## src/rtl/core/sfme_pkg.sv

```systemverilog
// ----------------------------------------------------------------------------
// sfme_pkg
// Types, codes and constants shared by the stream filter/map engine.
// ----------------------------------------------------------------------------
package sfme_pkg;

    localparam int unsigned MAX_COUNT_DEF = 4096;
    localparam int unsigned SLOT_MAX      = 4095;
    localparam int unsigned SLOT_W        = 12;
    localparam int unsigned DATA_W        = 32;

    // trial division constants: 3 is tested alone, then pairs 6k-1 / 6k+1
    localparam int unsigned TRIAL_THREE   = 3;
    localparam int unsigned FIRST_PAIR    = 5;
    localparam int unsigned PAIR_STEP     = 6;
    localparam int unsigned PAIR_GAP      = 2;

    localparam int unsigned TRIAL_W       = 17;   // divisors stay below 2^17
    localparam int unsigned DSQ_W         = 33;   // square of the divisor base

    // register indexes
    localparam logic REG_FILTER_MODE = 1'b0;
    localparam logic REG_MAP_MODE    = 1'b1;

    // filter codes
    localparam logic [1:0] FILT_POSITIVE = 2'd0;
    localparam logic [1:0] FILT_EVEN     = 2'd1;
    localparam logic [1:0] FILT_PRIME    = 2'd2;

    // map codes
    localparam logic [1:0] MAP_ADD_ONE   = 2'd0;
    localparam logic [1:0] MAP_IDENTITY  = 2'd1;
    localparam logic [1:0] MAP_SQUARE    = 2'd2;
    localparam logic [1:0] MAP_POPCOUNT  = 2'd3;

    // result kinds
    localparam logic KIND_ELEMENT = 1'b0;
    localparam logic KIND_COUNT   = 1'b1;

    typedef struct packed {
        logic signed [31:0] sample;
        logic               final_item;
    } sfme_in_t;

    typedef struct packed {
        logic               kind;
        logic signed [31:0] payload;
        logic [11:0]        slot;
        logic               run_end;
    } sfme_out_t;

    typedef enum logic [2:0] {
        ST_IDLE,
        ST_DIV,
        ST_CHECK,
        ST_NEXT,
        ST_MAP,
        ST_POP,
        ST_OUT_ELEM,
        ST_OUT_CNT
    } sfme_state_t;

endpackage

```

## src/rtl/core/stream_filter_map_engine_core.sv

```systemverilog
// ----------------------------------------------------------------------------
// stream_filter_map_engine_core
// Filters signed samples (positive, even or prime) and maps the kept ones.
// ----------------------------------------------------------------------------
// Usage:
//   s_ channel: one sample plus final_item flag per transfer. s_ready is high
//   only in idle: one sample in flight, the next taken in the cycle after it retires.
//   m_ channel: a kept sample gives one element result (kind 0) carrying the
//   mapped value and its slot; a final sample then gives a count result
//   (kind 1) and clears the kept count. run_end marks the last result of a
//   sample. A sample neither kept nor final gives nothing.
//   APB port: filter_mode at 0x0, map_mode at 0x4, low two bits kept.
// Processing per sample (accept to first result offered):
//   positive / even filter: ST_MAP then ST_OUT_ELEM, plus ST_POP for popcount mapping.
//   prime filter: each trial divisor takes a full pass of the one-bit-per-cycle
//   remainder unit; up to roughly 15,500 divisors for values near 2^31.
// Reset (aresetn low, synchronous): idle, mode registers and count cleared.
// A stalled receiver simply holds the engine in its output state; the
// result stays on m_data unchanged until the transfer completes.
// ----------------------------------------------------------------------------
module stream_filter_map_engine_core #(
    parameter int unsigned MAX_COUNT = sfme_pkg::MAX_COUNT_DEF
) (
    input  logic                aclk,
    input  logic                aresetn,
    // input stream
    input  logic                s_valid,
    output logic                s_ready,
    input  sfme_pkg::sfme_in_t  s_data,
    // result stream
    output logic                m_valid,
    input  logic                m_ready,
    output sfme_pkg::sfme_out_t m_data,
    // configuration
    input  logic                psel,
    input  logic                penable,
    input  logic                pwrite,
    input  logic [2:0]          paddr,
    input  logic [31:0]         pwdata,
    output logic [31:0]         prdata,
    output logic                pready
);
    import sfme_pkg::*;

    localparam int unsigned CNT_W = $clog2(MAX_COUNT + 1);

    // ---------------------------------------------------------------- state
    sfme_state_t         state_reg, state_next;
    sfme_in_t            in_reg, in_next;
    logic [1:0]          filter_mode_reg, filter_mode_next;
    logic [1:0]          map_mode_reg, map_mode_next;
    logic [CNT_W-1:0]    kept_reg, kept_next;

    // shared remainder unit: restoring, one dividend bit per cycle
    logic [TRIAL_W-1:0]  trial_reg, trial_next;   // current divisor
    logic [TRIAL_W-1:0]  rem_reg, rem_next;       // partial remainder
    logic [DATA_W-1:0]   dvd_reg, dvd_next;       // dividend / popcount shifter
    logic [4:0]          cnt_reg, cnt_next;       // bit counter

    // trial division sequencing
    logic [TRIAL_W-1:0]  d_reg, d_next;           // pair base 6k-1
    logic [DSQ_W-1:0]    dsq_reg, dsq_next;       // d squared
    logic                three_reg, three_next;   // testing divisor 3
    logic                hi_reg, hi_next;         // testing 6k+1

    logic [DATA_W-1:0]   result_reg, result_next;
    logic [5:0]          pop_reg, pop_next;

    // ------------------------------------------------------- datapath terms
    logic [TRIAL_W:0]    rem_shift;
    logic                rem_ge;
    logic [5:0]          pop_sum;
    logic [DSQ_W-1:0]    dsq_step;
    logic [DATA_W-1:0]   kept_wide;
    logic                cfg_write;
    logic                in_prime_small;

    assign rem_shift = {rem_reg, dvd_reg[DATA_W-1]};
    assign rem_ge    = rem_shift >= {1'b0, trial_reg};
    assign pop_sum   = pop_reg + 6'(dvd_reg[DATA_W-1]);
    // (d+6)^2 = d^2 + 12d + 36
    assign dsq_step  = dsq_reg + DSQ_W'({d_reg, 3'b000})
                     + DSQ_W'({d_reg, 2'b00})
                     + DSQ_W'(PAIR_STEP * PAIR_STEP);
    assign kept_wide = DATA_W'(kept_reg);
    assign in_prime_small = (s_data.sample <= 32'sd3);

    // ------------------------------------------------------ APB config port
    assign pready    = 1'b1;
    assign cfg_write = psel && penable && pwrite;

    always_comb begin
        prdata = '0;
        case (paddr[2])
            REG_FILTER_MODE: prdata = {30'd0, filter_mode_reg};
            REG_MAP_MODE:    prdata = {30'd0, map_mode_reg};
            default:         prdata = '0;
        endcase
    end

    always_comb begin
        filter_mode_next = filter_mode_reg;
        map_mode_next    = map_mode_reg;
        if (cfg_write) begin
            case (paddr[2])
                REG_FILTER_MODE: filter_mode_next = pwdata[1:0];
                REG_MAP_MODE:    map_mode_next    = pwdata[1:0];
                default:         ;
            endcase
        end
    end

    // ----------------------------------------------------------- next state
    always_comb begin
        state_next = state_reg;
        case (state_reg)
            ST_IDLE: begin
                if (s_valid) begin
                    state_next = s_data.final_item ? ST_OUT_CNT : ST_IDLE;
                    case (filter_mode_reg)
                        FILT_POSITIVE: begin
                            if (s_data.sample > 32'sd0) state_next = ST_MAP;
                        end
                        FILT_EVEN: begin
                            if (!s_data.sample[0]) state_next = ST_MAP;
                        end
                        FILT_PRIME: begin
                            if (s_data.sample <= 32'sd1) begin
                                // not prime: keep fail path
                            end else if (in_prime_small) begin
                                state_next = ST_MAP;
                            end else if (s_data.sample[0]) begin
                                state_next = ST_DIV;
                            end
                        end
                        default: ;
                    endcase
                end
            end
            ST_DIV: begin
                if (cnt_reg == 5'd0) state_next = ST_CHECK;
            end
            ST_CHECK: begin
                if (rem_reg == '0) begin
                    state_next = in_reg.final_item ? ST_OUT_CNT : ST_IDLE;
                end else if (!three_reg && !hi_reg) begin
                    state_next = ST_DIV;
                end else begin
                    state_next = ST_NEXT;
                end
            end
            ST_NEXT: begin
                if (dsq_reg > DSQ_W'(unsigned'(in_reg.sample))) state_next = ST_MAP;
                else                                           state_next = ST_DIV;
            end
            ST_MAP: begin
                if (map_mode_reg == MAP_POPCOUNT && in_reg.sample > 32'sd0) begin
                    state_next = ST_POP;
                end else begin
                    state_next = ST_OUT_ELEM;
                end
            end
            ST_POP: begin
                if (cnt_reg == 5'd0) state_next = ST_OUT_ELEM;
            end
            ST_OUT_ELEM: begin
                if (m_ready) state_next = in_reg.final_item ? ST_OUT_CNT : ST_IDLE;
            end
            ST_OUT_CNT: begin
                if (m_ready) state_next = ST_IDLE;
            end
            default: state_next = ST_IDLE;
        endcase
    end

    // ---------------------------------------------------- datapath / outputs
    always_comb begin
        in_next     = in_reg;
        kept_next   = kept_reg;
        trial_next  = trial_reg;
        rem_next    = rem_reg;
        dvd_next    = dvd_reg;
        cnt_next    = cnt_reg;
        d_next      = d_reg;
        dsq_next    = dsq_reg;
        three_next  = three_reg;
        hi_next     = hi_reg;
        result_next = result_reg;
        pop_next    = pop_reg;

        s_ready = 1'b0;
        m_valid = 1'b0;
        m_data  = '0;

        case (state_reg)
            ST_IDLE: begin
                s_ready = 1'b1;
                if (s_valid) begin
                    in_next    = s_data;
                    // set up the divide-by-3 test; harmless for other modes
                    trial_next = TRIAL_W'(TRIAL_THREE);
                    three_next = 1'b1;
                    hi_next    = 1'b0;
                    d_next     = TRIAL_W'(FIRST_PAIR);
                    dsq_next   = DSQ_W'(FIRST_PAIR * FIRST_PAIR);
                    dvd_next   = s_data.sample;
                    rem_next   = '0;
                    cnt_next   = 5'd31;
                end
            end
            ST_DIV: begin
                rem_next = rem_ge ? TRIAL_W'(rem_shift - {1'b0, trial_reg})
                                  : rem_shift[TRIAL_W-1:0];
                dvd_next = {dvd_reg[DATA_W-2:0], 1'b0};
                cnt_next = cnt_reg - 5'd1;
            end
            ST_CHECK: begin
                dvd_next = in_reg.sample;
                rem_next = '0;
                cnt_next = 5'd31;
                if (!three_reg && !hi_reg) begin
                    trial_next = d_reg + TRIAL_W'(PAIR_GAP);
                    hi_next    = 1'b1;
                end else begin
                    three_next = 1'b0;
                    if (hi_reg) begin
                        hi_next  = 1'b0;
                        d_next   = d_reg + TRIAL_W'(PAIR_STEP);
                        dsq_next = dsq_step;
                    end
                end
            end
            ST_NEXT: begin
                trial_next = d_reg;
            end
            ST_MAP: begin
                dvd_next = in_reg.sample;
                cnt_next = 5'd31;
                pop_next = '0;
                case (map_mode_reg)
                    MAP_ADD_ONE:  result_next = in_reg.sample + 32'd1;
                    MAP_IDENTITY: result_next = in_reg.sample;
                    MAP_SQUARE:   result_next = unsigned'(in_reg.sample)
                                              * unsigned'(in_reg.sample);
                    MAP_POPCOUNT: result_next = '0;
                    default:      result_next = '0;
                endcase
            end
            ST_POP: begin
                pop_next    = pop_sum;
                result_next = DATA_W'(pop_sum);
                dvd_next    = {dvd_reg[DATA_W-2:0], 1'b0};
                cnt_next    = cnt_reg - 5'd1;
            end
            ST_OUT_ELEM: begin
                m_valid        = 1'b1;
                m_data.kind    = KIND_ELEMENT;
                m_data.payload = result_reg;
                m_data.slot    = (kept_wide > DATA_W'(SLOT_MAX)) ? SLOT_W'(SLOT_MAX)
                                                                 : kept_wide[SLOT_W-1:0];
                m_data.run_end = !in_reg.final_item;
                if (m_ready && kept_reg < CNT_W'(MAX_COUNT)) begin
                    kept_next = kept_reg + CNT_W'(1);
                end
            end
            ST_OUT_CNT: begin
                m_valid        = 1'b1;
                m_data.kind    = KIND_COUNT;
                m_data.payload = kept_wide;
                m_data.slot    = '0;
                m_data.run_end = 1'b1;
                if (m_ready) kept_next = '0;
            end
            default: ;
        endcase
    end

    // ------------------------------------------------------------ registers
    always_ff @(posedge aclk) begin
        if (!aresetn) begin
            state_reg       <= ST_IDLE;
            filter_mode_reg <= FILT_POSITIVE;
            map_mode_reg    <= MAP_ADD_ONE;
            kept_reg        <= '0;
        end else begin
            state_reg       <= state_next;
            filter_mode_reg <= filter_mode_next;
            map_mode_reg    <= map_mode_next;
            kept_reg        <= kept_next;
        end
    end

    // payload and working registers, no reset needed
    always_ff @(posedge aclk) begin
        in_reg     <= in_next;
        trial_reg  <= trial_next;
        rem_reg    <= rem_next;
        dvd_reg    <= dvd_next;
        cnt_reg    <= cnt_next;
        d_reg      <= d_next;
        dsq_reg    <= dsq_next;
        three_reg  <= three_next;
        hi_reg     <= hi_next;
        result_reg <= result_next;
        pop_reg    <= pop_next;
    end

endmodule
```

## config.mk

```make
export PLATFORM = sky130hd
export DESIGN_NAME = stream_filter_map_engine_core
export DESIGN_NICKNAME = d
export VERILOG_FILES = /design/src/rtl/core/sfme_pkg.sv /design/src/rtl/core/stream_filter_map_engine_core.sv
export SDC_FILE = /design/constraint.sdc
export NUM_CORES = 2
export LEC_CHECK = 0
export ABC_AREA = 1
export BUFFER_PORTS_ARGS = -buffer_cell sky130_fd_sc_hd__buf_2
export CAP_MARGIN = 10
export CORE_MARGIN = 2
export CORE_UTILIZATION = 35
export CTS_BUF_LIST = sky130_fd_sc_hd__clkbuf_8 sky130_fd_sc_hd__clkbuf_16
export CTS_CLUSTER_DIAMETER = 100
export DETAILED_ROUTE_END_ITERATION = 12
export REMOVE_ABC_BUFFERS = 1
export SYNTH_ARGS = -nofsm -noshare
export SYNTH_HDL_FRONTEND = slang
export SYNTH_SLANG_ARGS = --single-unit
```

## constraint.sdc

```tcl
create_clock -name aclk -period 16.7 [get_ports aclk]
set_clock_uncertainty 0.15 [all_clocks]
set_input_delay 0 -clock aclk [delete_from_list [all_inputs] [get_ports aclk]]
set_output_delay 0 -clock aclk [all_outputs]
set_load 0.01 [all_outputs]
```

==> results.sh <==
export IMPL_outcome="complete, no violations"
export IMPL_die_h_um=291
export IMPL_reg2reg_depth=29
export IMPL_tightest_slew_ns=1.07
export IMPL_antenna_found_initial=2
export IMPL_yosysUniqueCellTypes=60
export IMPL_h_tree_depth=1
export IMPL_critPathArrivalTime_ns=8.52
export IMPL_yosysTopAreaCell="fa_1"
export IMPL_max_slew_margin_rel_pct=28.6
export IMPL_gp_congestion=0.947
export IMPL_drtAntennaViolNets=0
export IMPL_yosys_area_top_type_share_pct=26.5
export IMPL_min_from="s_data[20]"
export IMPL_drt_iter0_markers=1684
export IMPL_cp_required_ns=16.85
export IMPL_muxShareOfSynthArea_pct=0
export IMPL_cts_sinks=210
export IMPL_synth_simple_gate_area_share_pct=15.5
export IMPL_drv_slew=0
export IMPL_synthTopCellsByCount="921 x inv_1, 637 x nand2_1, 382 x fa_1, 239 x ha_1, 220 x a21oi_1"
export IMPL_track_usage_pct=19.2
export IMPL_rr_startpoint="in_reg[7]$_DFFE_PP_"
export IMPL_port_buffers=92
export IMPL_wl_per_cell_um=17.0
export IMPL_clk_latency_ns=0.55
export IMPL_die_w_um=291
export IMPL_grt_pass1_vias=23300
export IMPL_hp_class="in -> reg"
export IMPL_vias=22900
export IMPL_via_per_inst=4.87
export IMPL_io_pins=156
export IMPL_r2r_slack_ns=8.33
export IMPL_setup_violations=0
export IMPL_start_util_pct=35.2
export IMPL_synth_most_common_cell="inv_1"
export IMPL_route_detailed_drc=0
export IMPL_syn_to_final_growth_pct=9.47
export IMPL_fin_tns_setup_ns=0
export IMPL_drv_cap=0
export IMPL_fin_crit_ns=8.37
export IMPL_cp_end_kind="register"
export IMPL_ys_warn_count=0
export IMPL_slowest_stage="edfxtp_1"
export IMPL_nFillCells=8378
export IMPL_ys_seq_elements=210
export IMPL_fin_hold_ws_ns=0.0476
export IMPL_rsz0062_at_grt="no"
export IMPL_worstSetupStartpoint="in_reg[7]$_DFFE_PP_"
export IMPL_grt_max_degree=47
export IMPL_cts_resized=0
export IMPL_yosys_area_share_adder_pct=36.9
export IMPL_largest_register_ff_count=33
export IMPL_synth_edf_count=190
export IMPL_clock_path_buffers=3
export IMPL_drive_gt1_share_pct=6.49
export IMPL_drt_total_wl_um=79900
export IMPL_synthFlopType="edfxtp_1"
export IMPL_fmax_mhz=119
export IMPL_crit_type="reg -> reg"
export IMPL_numCtsBuffers=24
export IMPL_hold_viol=0
export IMPL_netlist_area_um2=28800
export IMPL_worstHoldPathCells=2
export IMPL_grt_pass1_wl_um=128000
export IMPL_synth_area_leaders="fa_1 27%, edfxtp_1 20%, inv_1 12%"
export IMPL_ys_async_sr_fraction_pct=0
export IMPL_period_share_pct=50.1
export IMPL_synth_cells=3522
export IMPL_dp_hpwl_um=63100
export IMPL_critPathMaxFanout=17
export IMPL_min_delay_worst_endpoint="in_reg[20]$_DFFE_PP_"
export IMPL_syn_area_per_cell_um2=8.19
export IMPL_firstDrtPassIters=5
export IMPL_cpPeakStageDelay_ns=0.87
export IMPL_critPathLaunchType="register"
export IMPL_yosysSeqAreaShare_pct=21.2
export IMPL_r2r_end="result_reg[26]$_SDFFCE_PP0P_"
export IMPL_die_area_um2=84700
export IMPL_core_area_um2=81800
export IMPL_synth_top_family_by_area="adder cells"
export IMPL_synthXorXnorAreaFrac_pct=1.87
export IMPL_root_buffer="clkbuf_16"
export IMPL_row_count=105
export IMPL_nNetsFinal=4314
export IMPL_path_clk_slew_ns=0.06
export IMPL_grt_remaining_overflow=0
export IMPL_cts_tree="built"
export IMPL_synth_compound_area_share_pct=10.0
==> how the worst max path moves through the flow <==
stage          depth (start not counted)                      endpoint  slack (ns)
2_1_floorplan                         26  result_reg[27]$_SDFFCE_PP0P_        9.42
3_3_place_gp                          29  result_reg[26]$_SDFFCE_PP0P_        8.41
3_5_place_dp                          29  result_reg[26]$_SDFFCE_PP0P_        8.31
4_1_cts                               29  result_reg[26]$_SDFFCE_PP0P_        8.26
5_1_grt                               29  result_reg[26]$_SDFFCE_PP0P_        7.94
6_report                              29  result_reg[26]$_SDFFCE_PP0P_        8.33
==> critical path, delay by kind of cell (launching register included) <==
family                     cells  cell delay, ns
DFF                            1            0.87
adders and majority gates      9            4.53
AOI/OAI and AO/OA              2            0.26
buffers and inverters          9            0.86
and+or+nand+nor                9            1.42
==> kinds of logic after synthesis <==
group | count (synthesis)
fa+ha+maj | 621
compound gates | 516
simple gates | 1045
other cells | 2
flops | 210
buf+inv | 1068
xor+xnor | 60
==> timing repair <==
item,CTS,global route
buffers inserted,0,0
hold endpoints to repair,84,0
hold buffers,45,0
endpoints found under the setup margin,0,0
==> placed cells by master, fill, tap and decap left out, drive strengths merged, types with 17 or more instances in the layout <==
| cell | count |
|---|---|
| xnor2 | 28 |
| fa | 382 |
| ha | 239 |
| inv | 940 |
| nor4 | 25 |
| nor3 | 36 |
| clkbuf | 24 |
| buf | 126 |
| edfxtp | 190 |
| nand4 | 38 |
| o21ai | 186 |
| o211ai | 17 |
| conb | 32 |
| dlygate4sd3 | 45 |
| a21oi | 220 |
| o221ai | 23 |
| nand3 | 97 |
| nor2 | 177 |
| xor2 | 31 |
| nand2 | 646 |
| dfxtp | 20 |
==> final cells by class <==
type	count	area, µm²	area share [%]
inverters	937	3520	11.2
well taps	1070	1340	4.24
repair buffers	171	1170	3.69
clock inverters	18	155	0.492
multi-input cells	2274	18700	59.2
diodes	1	2.50	0.00793
flip-flops and latches	210	6110	19.3
clock buffers	24	601	1.90
==> through the flow <==
stage                     util, %  worst slack (ns)  cells  cell area (µm²)
after floorplan                 -              9.42   3421            28300
after global placement       37.1              8.41   4617            30400
after detailed placement     37.1              8.31   4617            30400
after CTS                    38.6              8.26   4704            31600
after global routing         38.6              7.94   4705            31600
final                        38.6              8.33   4705            31600
==> per-layer routing <==
| metal | GRT usage, % | wire [µm] | part of all wire, % |
|---|---|---|---|
| met1 | 26.5 | 35700 | 45 |
| met2 | 30.7 | 35800 | 45 |
| met3 | 4.15 | 5950 | 7.4 |
| met4 | 4.74 | 2350 | 2.9 |
| met5 | 0 | 14 | 0.018 |
Power is not shown: default switching activity piles up to over one toggle a cycle in this logic, so the estimate is an artifact.
